$ cat src/design/cmpcal_pkg.sv
`default_nettype none

package cmpcal_pkg;

  // Default sizes
  localparam int unsigned SAMPLE_BITS_DEF = 13;
  localparam int unsigned CORDIC_ITER_DEF = 16;

  // Fixed field widths
  localparam int unsigned REQ_W      = 2;
  localparam int unsigned DECL_W     = 13;
  localparam int unsigned LIMIT_W    = 12;
  localparam int unsigned CFG_W      = 13;
  localparam int unsigned CFG_IDX_W  = 1;
  localparam int unsigned HEAD_W     = 9;

  // Angle accumulator: 1/4096 degree, signed
  localparam int unsigned ANG_W      = 23;
  localparam int unsigned FRAC_W     = 12;
  localparam int unsigned DECL_SHIFT = 8;
  localparam int unsigned ATAN_LEN   = 24;
  localparam int unsigned ATAN_IDX_W = 5;
  localparam logic signed [ANG_W-1:0] HALF_TURN = 23'sd737280;
  localparam logic signed [ANG_W-1:0] FULL_TURN = 23'sd1474560;

  // Whole-degree heading before wrap
  localparam int unsigned HW = 12;
  localparam logic signed [HW-1:0] DEG_180 = 12'sd180;
  localparam logic signed [HW-1:0] DEG_360 = 12'sd360;
  localparam logic signed [HW-1:0] DEG_720 = 12'sd720;

  localparam logic [LIMIT_W-1:0] LIMIT_RESET = 12'd1000;

  typedef enum logic [REQ_W-1:0] {
    REQ_HEADING = 2'd0,
    REQ_CALIB   = 2'd1,
    REQ_COMMIT  = 2'd2,
    REQ_LOAD    = 2'd3
  } req_type_e;

  typedef enum logic [CFG_IDX_W-1:0] {
    CFG_DECLINATION  = 1'b0,
    CFG_REJECT_LIMIT = 1'b1
  } cfg_idx_e;

  // Controller to datapath
  typedef struct packed {
    logic                  capture;
    logic                  rot;
    logic [ATAN_IDX_W-1:0] iter;
    logic                  ang;
    logic                  finish;
  } cmd_t;

  // Datapath to controller
  typedef struct packed {
    logic in_heading;
  } status_t;

  // atan(2^-i) in degrees times 4096, rounded
  function automatic logic [ANG_W-1:0] atan_entry(input logic [ATAN_IDX_W-1:0] idx);
    logic [ANG_W-1:0] v;
    unique case (idx)
      5'd0:    v = 23'd184320;
      5'd1:    v = 23'd108810;
      5'd2:    v = 23'd57492;
      5'd3:    v = 23'd29184;
      5'd4:    v = 23'd14649;
      5'd5:    v = 23'd7331;
      5'd6:    v = 23'd3667;
      5'd7:    v = 23'd1833;
      5'd8:    v = 23'd917;
      5'd9:    v = 23'd458;
      5'd10:   v = 23'd229;
      5'd11:   v = 23'd115;
      5'd12:   v = 23'd57;
      5'd13:   v = 23'd29;
      5'd14:   v = 23'd14;
      5'd15:   v = 23'd7;
      5'd16:   v = 23'd4;
      5'd17:   v = 23'd2;
      5'd18:   v = 23'd1;
      default: v = '0;
    endcase
    return v;
  endfunction

endpackage

`default_nettype wire

$ cat src/design/cmpcal_if.sv
`default_nettype none

// Request channel: request type and three axis values
interface cmpcal_req_if #(
  parameter int unsigned SampleBits = cmpcal_pkg::SAMPLE_BITS_DEF
);
  import cmpcal_pkg::*;

  logic                         valid;
  logic                         ready;
  logic [REQ_W-1:0]             req_type;
  logic signed [SampleBits-1:0] x_value;
  logic signed [SampleBits-1:0] y_value;
  logic signed [SampleBits-1:0] z_value;

  modport source (output valid, req_type, x_value, y_value, z_value, input ready);
  modport sink   (input valid, req_type, x_value, y_value, z_value, output ready);
endinterface

// Result channel: heading, flags and current offsets
interface cmpcal_rsp_if #(
  parameter int unsigned SampleBits = cmpcal_pkg::SAMPLE_BITS_DEF
);
  import cmpcal_pkg::*;

  logic                         valid;
  logic                         ready;
  logic [HEAD_W-1:0]            heading_deg;
  logic                         heading_valid;
  logic                         sample_rejected;
  logic signed [SampleBits-1:0] offset_x;
  logic signed [SampleBits-1:0] offset_y;
  logic signed [SampleBits-1:0] offset_z;

  modport source (output valid, heading_deg, heading_valid, sample_rejected,
                  offset_x, offset_y, offset_z, input ready);
  modport sink   (input valid, heading_deg, heading_valid, sample_rejected,
                  offset_x, offset_y, offset_z, output ready);
endinterface

`default_nettype wire

$ cat src/design/cmpcal_ctrl.sv
`default_nettype none

module cmpcal_ctrl #(
  parameter int unsigned CordicIterations = cmpcal_pkg::CORDIC_ITER_DEF
) (
  input  wire logic                clk_i,
  input  wire logic                rst_ni,
  input  wire logic                in_valid_i,
  output logic                     in_ready_o,
  output logic                     out_valid_o,
  input  wire logic                out_ready_i,
  input  wire cmpcal_pkg::status_t status_i,
  output cmpcal_pkg::cmd_t         cmd_o
);
  import cmpcal_pkg::*;

  localparam int unsigned NumIter = (CordicIterations < ATAN_LEN) ? CordicIterations
                                                                   : ATAN_LEN;
  localparam int unsigned IterW   = $clog2(NumIter);
  localparam logic [IterW-1:0] IterLast = IterW'(NumIter - 1);

  typedef enum logic [3:0] {
    ST_IDLE = 4'b0001,
    ST_ROT  = 4'b0010,
    ST_ANG  = 4'b0100,
    ST_DONE = 4'b1000
  } state_e;

  state_e           state_q, state_d;
  logic [IterW-1:0] cnt_q, cnt_d;
  logic             out_valid_q, out_valid_d;
  logic             accept, finish;

  assign in_ready_o  = (state_q == ST_IDLE);
  assign accept      = in_valid_i && in_ready_o;
  // result register must be free or draining this cycle
  assign finish      = (state_q == ST_DONE) && (!out_valid_q || out_ready_i);
  assign out_valid_o = out_valid_q;

  // next state
  always_comb begin
    state_d = state_q;
    cnt_d   = cnt_q;
    unique case (state_q)
      ST_IDLE: begin
        if (accept) begin
          cnt_d   = '0;
          state_d = status_i.in_heading ? ST_ROT : ST_DONE;
        end
      end
      ST_ROT: begin
        if (cnt_q == IterLast) begin
          state_d = ST_ANG;
        end else begin
          cnt_d = cnt_q + 1'b1;
        end
      end
      ST_ANG: begin
        state_d = ST_DONE;
      end
      ST_DONE: begin
        if (finish) begin
          state_d = ST_IDLE;
        end
      end
      default: begin
        state_d = ST_IDLE;
      end
    endcase
  end

  // output valid flag
  always_comb begin
    out_valid_d = out_valid_q;
    if (finish) begin
      out_valid_d = 1'b1;
    end else if (out_ready_i) begin
      out_valid_d = 1'b0;
    end
  end

  always_ff @(posedge clk_i or negedge rst_ni) begin
    if (!rst_ni) begin
      state_q     <= ST_IDLE;
      cnt_q       <= '0;
      out_valid_q <= 1'b0;
    end else begin
      state_q     <= state_d;
      cnt_q       <= cnt_d;
      out_valid_q <= out_valid_d;
    end
  end

  // commands
  always_comb begin
    cmd_o.capture = accept;
    cmd_o.rot     = (state_q == ST_ROT);
    cmd_o.iter    = ATAN_IDX_W'(cnt_q);
    cmd_o.ang     = (state_q == ST_ANG);
    cmd_o.finish  = finish;
  end

endmodule

`default_nettype wire

$ cat src/design/cmpcal_dp.sv
`default_nettype none

module cmpcal_dp #(
  parameter int unsigned SampleBits = cmpcal_pkg::SAMPLE_BITS_DEF
) (
  input  wire logic                                 clk_i,
  input  wire logic                                 rst_ni,
  input  wire logic                                 cfg_we_i,
  input  wire logic [cmpcal_pkg::CFG_IDX_W-1:0]     cfg_idx_i,
  input  wire logic [cmpcal_pkg::CFG_W-1:0]         cfg_wdata_i,
  input  wire logic [cmpcal_pkg::REQ_W-1:0]         req_type_i,
  input  wire logic signed [SampleBits-1:0]         x_value_i,
  input  wire logic signed [SampleBits-1:0]         y_value_i,
  input  wire logic signed [SampleBits-1:0]         z_value_i,
  input  wire cmpcal_pkg::cmd_t                     cmd_i,
  output cmpcal_pkg::status_t                       status_o,
  output logic [cmpcal_pkg::HEAD_W-1:0]             heading_deg_o,
  output logic                                      heading_valid_o,
  output logic                                      sample_rejected_o,
  output logic signed [SampleBits-1:0]              offset_x_o,
  output logic signed [SampleBits-1:0]              offset_y_o,
  output logic signed [SampleBits-1:0]              offset_z_o
);
  import cmpcal_pkg::*;

  localparam int unsigned SB   = SampleBits;
  localparam int unsigned XW   = SB + 3;               // CORDIC vector incl. gain
  localparam int unsigned MW   = (SB + 1 > LIMIT_W) ? SB + 1 : LIMIT_W;
  localparam int unsigned QW   = ANG_W - FRAC_W;

  // configuration
  logic signed [DECL_W-1:0] decl_q;
  logic [LIMIT_W-1:0]       limit_q;

  always_ff @(posedge clk_i or negedge rst_ni) begin
    if (!rst_ni) begin
      decl_q  <= '0;
      limit_q <= LIMIT_RESET;
    end else if (cfg_we_i) begin
      unique case (cfg_idx_e'(cfg_idx_i))
        CFG_DECLINATION:  decl_q  <= cfg_wdata_i[DECL_W-1:0];
        CFG_REJECT_LIMIT: limit_q <= cfg_wdata_i[LIMIT_W-1:0];
      endcase
    end
  end

  assign status_o.in_heading = (req_type_e'(req_type_i) == REQ_HEADING);

  // calibration and offset state
  logic signed [SB-1:0] max_q [3];
  logic signed [SB-1:0] min_q [3];
  logic signed [SB-1:0] off_q [3];
  logic signed [SB-1:0] max_d [3];
  logic signed [SB-1:0] min_d [3];
  logic signed [SB-1:0] off_d [3];

  // captured request
  req_type_e            req_q;
  logic signed [SB-1:0] s_q [3];

  // CORDIC working registers
  logic signed [XW-1:0]    x_q, y_q;
  logic signed [ANG_W-1:0] z_q, a_q;

  // heading capture: remove offset, fold left half-plane by 180 degrees
  logic signed [SB:0]   cx, cy;
  logic signed [XW-1:0] cx_ext, cy_ext;

  assign cx     = {x_value_i[SB-1], x_value_i} - {off_q[0][SB-1], off_q[0]};
  assign cy     = {y_value_i[SB-1], y_value_i} - {off_q[1][SB-1], off_q[1]};
  assign cx_ext = {{2{cx[SB]}}, cx};
  assign cy_ext = {{2{cy[SB]}}, cy};

  // one CORDIC micro-rotation
  logic signed [XW-1:0]    xs, ys;
  logic signed [ANG_W-1:0] at;

  assign xs = x_q >>> cmd_i.iter;
  assign ys = y_q >>> cmd_i.iter;
  assign at = signed'(atan_entry(cmd_i.iter));

  // angle wrap and declination
  logic signed [ANG_W-1:0] zw, decl_ang;

  always_comb begin
    priority if (z_q < 0) begin
      zw = z_q + FULL_TURN;
    end else if (z_q >= FULL_TURN) begin
      zw = z_q - FULL_TURN;
    end else begin
      zw = z_q;
    end
  end

  assign decl_ang = {{(ANG_W - DECL_W - DECL_SHIFT){decl_q[DECL_W-1]}}, decl_q,
                     {DECL_SHIFT{1'b0}}};

  always_ff @(posedge clk_i) begin
    if (cmd_i.capture) begin
      req_q  <= req_type_e'(req_type_i);
      s_q[0] <= x_value_i;
      s_q[1] <= y_value_i;
      s_q[2] <= z_value_i;
      if (cx[SB]) begin
        x_q <= -cx_ext;
        y_q <= -cy_ext;
        z_q <= HALF_TURN;
      end else begin
        x_q <= cx_ext;
        y_q <= cy_ext;
        z_q <= '0;
      end
    end else if (cmd_i.rot) begin
      if (y_q > 0) begin
        x_q <= x_q + ys;
        y_q <= y_q - xs;
        z_q <= z_q + at;
      end else if (y_q < 0) begin
        x_q <= x_q - ys;
        y_q <= y_q + xs;
        z_q <= z_q - at;
      end
    end
    if (cmd_i.ang) begin
      a_q <= zw - decl_ang;
    end
  end

  // whole degrees, truncated toward zero, plus 180, wrapped into 0..359
  logic signed [QW-1:0] q_floor;
  logic                 q_fix;
  logic signed [HW-1:0] h_raw, h_wrap;

  assign q_floor = a_q[ANG_W-1:FRAC_W];
  assign q_fix   = a_q[ANG_W-1] && (a_q[FRAC_W-1:0] != '0);
  assign h_raw   = {{(HW - QW){q_floor[QW-1]}}, q_floor} + HW'(q_fix) + DEG_180;

  always_comb begin
    priority if (h_raw < 0) begin
      h_wrap = h_raw + DEG_360;
    end else if (h_raw >= DEG_720) begin
      h_wrap = h_raw - DEG_720;
    end else if (h_raw >= DEG_360) begin
      h_wrap = h_raw - DEG_360;
    end else begin
      h_wrap = h_raw;
    end
  end

  // calibration reject test
  logic [MW-1:0]      mag [3];
  logic               drop;
  logic signed [SB:0] sum [3];
  logic signed [SB:0] half [3];

  always_comb begin
    drop = 1'b0;
    for (int k = 0; k < 3; k++) begin
      if (s_q[k][SB-1]) begin
        mag[k] = MW'(-{s_q[k][SB-1], s_q[k]});
      end else begin
        mag[k] = MW'({1'b0, s_q[k]});
      end
      if (mag[k] > MW'(limit_q)) begin
        drop = 1'b1;
      end
      // midpoint, truncated toward zero
      sum[k]  = {max_q[k][SB-1], max_q[k]} + {min_q[k][SB-1], min_q[k]};
      half[k] = (sum[k] + (SB + 1)'(sum[k][SB])) >>> 1;
    end
  end

  // state update for the finishing request
  always_comb begin
    for (int k = 0; k < 3; k++) begin
      max_d[k] = max_q[k];
      min_d[k] = min_q[k];
      off_d[k] = off_q[k];
    end
    unique case (req_q)
      REQ_HEADING: begin
      end
      REQ_CALIB: begin
        if (!drop) begin
          for (int k = 0; k < 3; k++) begin
            if (s_q[k] > max_q[k]) max_d[k] = s_q[k];
            if (s_q[k] < min_q[k]) min_d[k] = s_q[k];
          end
        end
      end
      REQ_COMMIT: begin
        for (int k = 0; k < 3; k++) begin
          off_d[k] = half[k][SB-1:0];
          max_d[k] = '0;
          min_d[k] = '0;
        end
      end
      REQ_LOAD: begin
        for (int k = 0; k < 3; k++) begin
          off_d[k] = s_q[k];
        end
      end
      default: begin
      end
    endcase
  end

  always_ff @(posedge clk_i or negedge rst_ni) begin
    if (!rst_ni) begin
      for (int k = 0; k < 3; k++) begin
        max_q[k] <= '0;
        min_q[k] <= '0;
        off_q[k] <= '0;
      end
    end else if (cmd_i.finish) begin
      for (int k = 0; k < 3; k++) begin
        max_q[k] <= max_d[k];
        min_q[k] <= min_d[k];
        off_q[k] <= off_d[k];
      end
    end
  end

  // result register
  always_ff @(posedge clk_i) begin
    if (cmd_i.finish) begin
      heading_deg_o     <= (req_q == REQ_HEADING) ? h_wrap[HEAD_W-1:0] : '0;
      heading_valid_o   <= (req_q == REQ_HEADING);
      sample_rejected_o <= (req_q == REQ_CALIB) && drop;
      offset_x_o        <= off_d[0];
      offset_y_o        <= off_d[1];
      offset_z_o        <= off_d[2];
    end
  end

endmodule

`default_nettype wire

$ cat src/design/compass_hard_iron_calibration_heading.sv
`default_nettype none

// Hard-iron calibrated compass heading. Each request on req_i yields one
// result on rsp_o. A heading request subtracts the stored offsets from x and
// y, finds the vector angle with an iterative CORDIC, removes the declination
// (1/16 degree) and returns the heading in whole degrees 0..359. Calibration
// requests track per-axis max/min (dropped if any axis magnitude exceeds the
// reject limit), commit sets offsets to the midpoints and clears the
// trackers, load writes the offsets directly. The block takes one request at
// a time: a heading request runs min(CordicIterations, 24) micro-rotations
// on the single shift-add CORDIC unit, one micro-rotation per cycle, then
// applies angle wrap and declination into a register and does the degree
// conversion on the way into the output register; other requests go from
// acceptance straight to the final step that writes the output register. A
// new request is accepted as soon as the previous result sits in the output
// register. A stalled result holds the block in its final step and blocks
// the input.
// The user makes configuration writes (declination, reject limit) through
// cfg_we_i only while the block is idle; the block does not enforce this.
module compass_hard_iron_calibration_heading #(
  parameter int unsigned SampleBits       = cmpcal_pkg::SAMPLE_BITS_DEF,
  parameter int unsigned CordicIterations = cmpcal_pkg::CORDIC_ITER_DEF
) (
  input  wire logic                             clk_i,
  input  wire logic                             rst_ni,
  input  wire logic                             cfg_we_i,
  input  wire logic [cmpcal_pkg::CFG_IDX_W-1:0] cfg_idx_i,
  input  wire logic [cmpcal_pkg::CFG_W-1:0]     cfg_wdata_i,
  cmpcal_req_if.sink                            req_i,
  cmpcal_rsp_if.source                          rsp_o
);
  import cmpcal_pkg::*;

  cmd_t    cmd;
  status_t status;
  logic    in_ready;
  logic    out_valid;

  assign req_i.ready = in_ready;
  assign rsp_o.valid = out_valid;

  cmpcal_ctrl #(
    .CordicIterations(CordicIterations)
  ) u_ctrl (
    .clk_i       (clk_i),
    .rst_ni      (rst_ni),
    .in_valid_i  (req_i.valid),
    .in_ready_o  (in_ready),
    .out_valid_o (out_valid),
    .out_ready_i (rsp_o.ready),
    .status_i    (status),
    .cmd_o       (cmd)
  );

  cmpcal_dp #(
    .SampleBits(SampleBits)
  ) u_dp (
    .clk_i             (clk_i),
    .rst_ni            (rst_ni),
    .cfg_we_i          (cfg_we_i),
    .cfg_idx_i         (cfg_idx_i),
    .cfg_wdata_i       (cfg_wdata_i),
    .req_type_i        (req_i.req_type),
    .x_value_i         (req_i.x_value),
    .y_value_i         (req_i.y_value),
    .z_value_i         (req_i.z_value),
    .cmd_i             (cmd),
    .status_o          (status),
    .heading_deg_o     (rsp_o.heading_deg),
    .heading_valid_o   (rsp_o.heading_valid),
    .sample_rejected_o (rsp_o.sample_rejected),
    .offset_x_o        (rsp_o.offset_x),
    .offset_y_o        (rsp_o.offset_y),
    .offset_z_o        (rsp_o.offset_z)
  );

endmodule

`default_nettype wire

$ cat src/flat_wrapper.sv
// flat-port wrapper written by rule: the top's interface ports become plain ports
module compass_hard_iron_calibration_heading_flat import cmpcal_pkg::*;
#(
  parameter int unsigned SampleBits       = cmpcal_pkg::SAMPLE_BITS_DEF,
  parameter int unsigned CordicIterations = cmpcal_pkg::CORDIC_ITER_DEF
)
  (clk_i, rst_ni, cfg_we_i, cfg_idx_i, cfg_wdata_i, req_i_valid, req_i_req_type, req_i_x_value, req_i_y_value, req_i_z_value, req_i_ready, rsp_o_valid, rsp_o_heading_deg, rsp_o_heading_valid, rsp_o_sample_rejected, rsp_o_offset_x, rsp_o_offset_y, rsp_o_offset_z, rsp_o_ready);
  cmpcal_req_if #(.SampleBits(SampleBits)) req_i_i ();
  cmpcal_rsp_if #(.SampleBits(SampleBits)) rsp_o_i ();
  input  wire logic clk_i;
  input  wire logic rst_ni;
  input  wire logic cfg_we_i;
  input  wire logic [cmpcal_pkg::CFG_IDX_W-1:0] cfg_idx_i;
  input  wire logic [cmpcal_pkg::CFG_W-1:0] cfg_wdata_i;
  input wire logic [$bits(req_i_i.valid)-1:0] req_i_valid;
  input wire logic [$bits(req_i_i.req_type)-1:0] req_i_req_type;
  input wire logic [$bits(req_i_i.x_value)-1:0] req_i_x_value;
  input wire logic [$bits(req_i_i.y_value)-1:0] req_i_y_value;
  input wire logic [$bits(req_i_i.z_value)-1:0] req_i_z_value;
  output wire logic [$bits(req_i_i.ready)-1:0] req_i_ready;
  output wire logic [$bits(rsp_o_i.valid)-1:0] rsp_o_valid;
  output wire logic [$bits(rsp_o_i.heading_deg)-1:0] rsp_o_heading_deg;
  output wire logic [$bits(rsp_o_i.heading_valid)-1:0] rsp_o_heading_valid;
  output wire logic [$bits(rsp_o_i.sample_rejected)-1:0] rsp_o_sample_rejected;
  output wire logic [$bits(rsp_o_i.offset_x)-1:0] rsp_o_offset_x;
  output wire logic [$bits(rsp_o_i.offset_y)-1:0] rsp_o_offset_y;
  output wire logic [$bits(rsp_o_i.offset_z)-1:0] rsp_o_offset_z;
  input wire logic [$bits(rsp_o_i.ready)-1:0] rsp_o_ready;
  assign req_i_i.valid = req_i_valid;
  assign req_i_i.req_type = req_i_req_type;
  assign req_i_i.x_value = req_i_x_value;
  assign req_i_i.y_value = req_i_y_value;
  assign req_i_i.z_value = req_i_z_value;
  assign req_i_ready = req_i_i.ready;
  assign rsp_o_valid = rsp_o_i.valid;
  assign rsp_o_heading_deg = rsp_o_i.heading_deg;
  assign rsp_o_heading_valid = rsp_o_i.heading_valid;
  assign rsp_o_sample_rejected = rsp_o_i.sample_rejected;
  assign rsp_o_offset_x = rsp_o_i.offset_x;
  assign rsp_o_offset_y = rsp_o_i.offset_y;
  assign rsp_o_offset_z = rsp_o_i.offset_z;
  assign rsp_o_i.ready = rsp_o_ready;
  compass_hard_iron_calibration_heading #(.SampleBits(SampleBits), .CordicIterations(CordicIterations)) u_core (.clk_i(clk_i), .rst_ni(rst_ni), .cfg_we_i(cfg_we_i), .cfg_idx_i(cfg_idx_i), .cfg_wdata_i(cfg_wdata_i), .req_i(req_i_i), .rsp_o(rsp_o_i));
endmodule
$ cat config.mk
export PLATFORM = sky130hd
export DESIGN_NAME = compass_hard_iron_calibration_heading_flat
export DESIGN_NICKNAME = d
export VERILOG_FILES = /design/src/design/cmpcal_pkg.sv /design/src/design/cmpcal_if.sv /design/src/design/cmpcal_ctrl.sv /design/src/design/cmpcal_dp.sv /design/src/design/compass_hard_iron_calibration_heading.sv /design/src/flat_wrapper.sv
export SDC_FILE = /design/constraint.sdc
export NUM_CORES = 1
export LEC_CHECK = 0
export BUFFER_PORTS_ARGS = -buffer_cell sky130_fd_sc_hd__buf_2
export CAP_MARGIN = 10
export CORE_MARGIN = 2
export CORE_UTILIZATION = 25
export DETAILED_ROUTE_END_ITERATION = 8
export PLACE_DENSITY = 0.38
export SYNTH_ARGS = -nofsm -noshare
export SYNTH_HDL_FRONTEND = slang
export SYNTH_SLANG_ARGS = --single-unit
export TNS_END_PERCENT = 10
$ cat constraint.sdc
create_clock -name clk_i -period 8.04 [get_ports clk_i]
set_input_delay 0.804 -clock clk_i [delete_from_list [all_inputs] [get_ports clk_i]]
set_output_delay 0.804 -clock clk_i [all_outputs]
set_load 0.05 [all_outputs]
==> impl_metrics.env <==
export IMPL_status="complete, no violations"
export IMPL_grt_busiest_layer="met2"
export IMPL_post_cts_buffers=0
export IMPL_hold_viol=0
export IMPL_globalRouteTotalUtil=0.161
export IMPL_die_area_um2=110000
export IMPL_drive_gt1_frac=0.134
export IMPL_grtUsageMet1=0.227
export IMPL_fmax_ghz=0.165
export IMPL_powerDensity_nw_per_um2=506
export IMPL_reg2reg_depth=17
export IMPL_syn_area_per_cell_um2=9.39
export IMPL_clock_latency_ns=0.61
export IMPL_rows=120
export IMPL_seq_area_frac_synth=0.330
export IMPL_synth_top_area_cell="edfxtp_1"
export IMPL_tns_ns=0
export IMPL_drc=0
export IMPL_critPathKind="reg -> reg"
export IMPL_timing_final_crit_share=0.756
export IMPL_yosys_warnings=0
export IMPL_use_met3=0.0176
export IMPL_synth_area_leaders="edfxtp_1 (19%), dfrtp_1 (13%), ha_1 (13%), xnor2_1 (4.8%), mux2_2 (4.7%)"
export IMPL_postRouteAntennaNets=0
export IMPL_start_util=0.252
export IMPL_yosysMostFrequentCell="ha_1"
export IMPL_netlist_instances=2863
export IMPL_holdBufCountCts=0
export IMPL_final_util=0.287
export IMPL_h_tree_depth=2
export IMPL_die_w_um=332
export IMPL_endpoint_kind="flop"
export IMPL_synth_edf_count=169
export IMPL_io_buffers=111
export IMPL_syn_area_um2=26900
export IMPL_arrival_ns=6.38
export IMPL_syn_nets=3208
export IMPL_cts_buffers_inserted=46
export IMPL_place_congestion=0.863
export IMPL_post_drt_wl_per_cell_um=20.5
export IMPL_cts_resized=0
export IMPL_worst_pin_slew_ns=1.06
export IMPL_dp_hpwl_mm=69.4
export IMPL_fp_dieH_um=332
export IMPL_grt_pass1_vias=22300
export IMPL_yosys_top_cells_count="ha_1 (276), nand2_1 (239), inv_1 (213), nor2_1 (193), o21ai_0 (176)"
export IMPL_fin_ws_ns=1.96
export IMPL_total_power_mw=15.5
export IMPL_first_pass_iters=5
export IMPL_place_ws_ns=2.10
export IMPL_core_um2=107000
export IMPL_cts_path_max_buffers=3
export IMPL_cp_start_kind="flop"
export IMPL_setup_viol=0
export IMPL_slew_headroom=0.294
export IMPL_dr_total_vias=22100
export IMPL_clock_sinks=320
export IMPL_ys_ff_latch=320
export IMPL_antenna_found_initial=4
export IMPL_cap_violations=0
export IMPL_pin_count=112
export IMPL_grt_ovfl_total=0
export IMPL_crit_path_max_fanout=45
export IMPL_cts_root_buf="clkbuf_16"
export IMPL_synth_cell_types=102
export IMPL_required_ns=8.35
export IMPL_whs_ns=0.148
export IMPL_grtUsageMet2=0.263
export IMPL_rsz0062_at_grt="no"
export IMPL_synth_top_area_frac=0.189
export IMPL_cts_tree="built"
export IMPL_min_path_type="in -> async"
export IMPL_p_leak_nw=12.8
export IMPL_finalMaxSlewViolations=0
export IMPL_synthFlopType="edfxtp_1"
export IMPL_initialDrtViolationCount=1416
export IMPL_grt_pass1_wl_mm=138
export IMPL_peakVddDrop_mv=0.197
export IMPL_fin_crit_ns=6.08
export IMPL_viasPerCell=5.03
export IMPL_skew_ns=0.0321
export IMPL_finalWirelength_mm=90.2
export IMPL_clk_pin_slew_worst_paths_ns=0.06
export IMPL_layout_nets=3298
export IMPL_async_reset_ff_frac=0.472
export IMPL_syn_to_final_growth_pct=14.0
export IMPL_grt_max_degree=59
per-stage QoR:
stage               instances  area [µm²]
finish                   4395       30600
global route             4393       30600
CTS                      4390       30600
detailed placement       4305       28900
global placement         4305       28900
floorplan                2863       26900
power by group:
group	total (mW)	switching, mW	internal (mW)
clock network	2.25	0.845	1.41
logic	9.85	5.74	4.11
registers	3.38	0.725	2.66
cells in the final DEF (no fill, tap or decap), types with 13 or more instances in the layout:
master     synthesis  routed
and4_1            15      15
and3_1            17      17
and2_1            33      33
xnor2_1          146     146
clkbuf_16          0      50
nand3_1           55      55
a22oi_1           26      26
nand4_1           28      28
a211o_1           13      13
buf_2              2     111
mux4_2            21      21
nor2b_1           78      77
o21a_1            32      32
mux2_2           113     113
inv_1            213     212
xor2_1            72      72
nand2_1          239     239
a211oi_1          28      28
or3_1             21      21
o211ai_1          20      20
ha_1             276     274
o21ai_0          176     174
mux2i_1           23      23
edfxtp_1         169     169
dfrtp_1          144     143
o41ai_1           13      13
nor4_1            27      27
a31oi_1           39      39
a22o_1            17      17
a21o_1            69      69
a21oi_1          133     132
nand2b_1          27      27
o31ai_1           23      23
buf_4              1      20
nor3_1            60      60
nor2_1           193     192
sequential cells by signal (all words and copies together) (netlist names), 2 cells and up:
name                       cells
u_core.u_dp.max_q             39
u_core.u_dp.min_q             39
u_core.u_dp.off_q             39
u_core.u_dp.s_q               39
u_core.u_dp.a_q               23
u_core.u_dp.z_q               23
u_core.u_dp.x_q               16
u_core.u_dp.y_q               16
u_core.u_dp.decl_q            13
u_core.u_dp.offset_x_o        13
u_core.u_dp.offset_y_o        13
u_core.u_dp.offset_z_o        13
u_core.u_dp.limit_q           12
u_core.u_dp.heading_deg_o      9
u_core.u_ctrl.cnt_q            4
u_core.u_ctrl.state_q          4
u_core.u_dp.req_q              2
routing by layer:
layer,vias to the layer above,share of wire,routed length (µm)
met1,10900,0.50,44700
met2,416,0.45,40900
li1,10700,-,-
met5,-,0.00014,13
met3,94,0.031,2830
met4,2,0.019,1750
cells by family (layout without fill, tap and decap cells):
logic type	after synthesis	in the layout	synth area share
other	0	2	0
and+or+nand+nor	851	851	0.158
muxes	164	164	0.0792
buffers and inverters	309	436	0.0481
xor gates and xnor gates	220	220	0.0725
DFF	320	320	0.330
adders and majority gates	285	285	0.135
AOI/OAI and AO/OA	714	714	0.177
critical path, stage by stage (launching register included):
cell and delay [ns]:
dfrtp_2 1.04, mux4_2 0.61, or2_2 0.28, a31oi_1 0.37, and2_1 0.23, and4_1 0.37, nor2_1 0.09, xnor2_1 0.24
ha_1 0.31, o21ai_0 0.27, a21boi_0 0.16, a31oi_1 0.34, a211oi_1 0.13, a2111oi_0 0.73, o21bai_1 0.12, a21oi_1 0.20
xnor2_1 0.14, a22oi_1 0.10
final cells by class:
class / instances / area (µm²)
sequential: 320 / 8860
fill: 11300 / 76300
clock inverter: 26 / 344
antenna: 2 / 5.00
timing repair buffer: 134 / 739
multi-input combinational: 2234 / 16800
clock buffer: 59 / 1350
inverter: 217 / 818
tap: 1403 / 1760
worst paths after layout:
path | start | endpoint | slack (ns)
worst min register to register | u_core.u_dp.off_q[11] | u_core.u_dp.off_q[11] | 0.48
worst max-delay path | u_core.u_ctrl.cnt_q[0] | u_core.u_dp.y_q[15] | 1.96
worst min-delay path | rst_ni | u_core.u_dp.max_q[33] | 0.15
max in group asynchronous | rst_ni | u_core.u_dp.off_q[14] | 5.87
worst max register to register | u_core.u_ctrl.cnt_q[0] | u_core.u_dp.y_q[15] | 1.96
min in group clk_i | req_i_z_value[12] | u_core.u_dp.s_q[0][38] | 0.39
(Power assumes the default switching activity.)
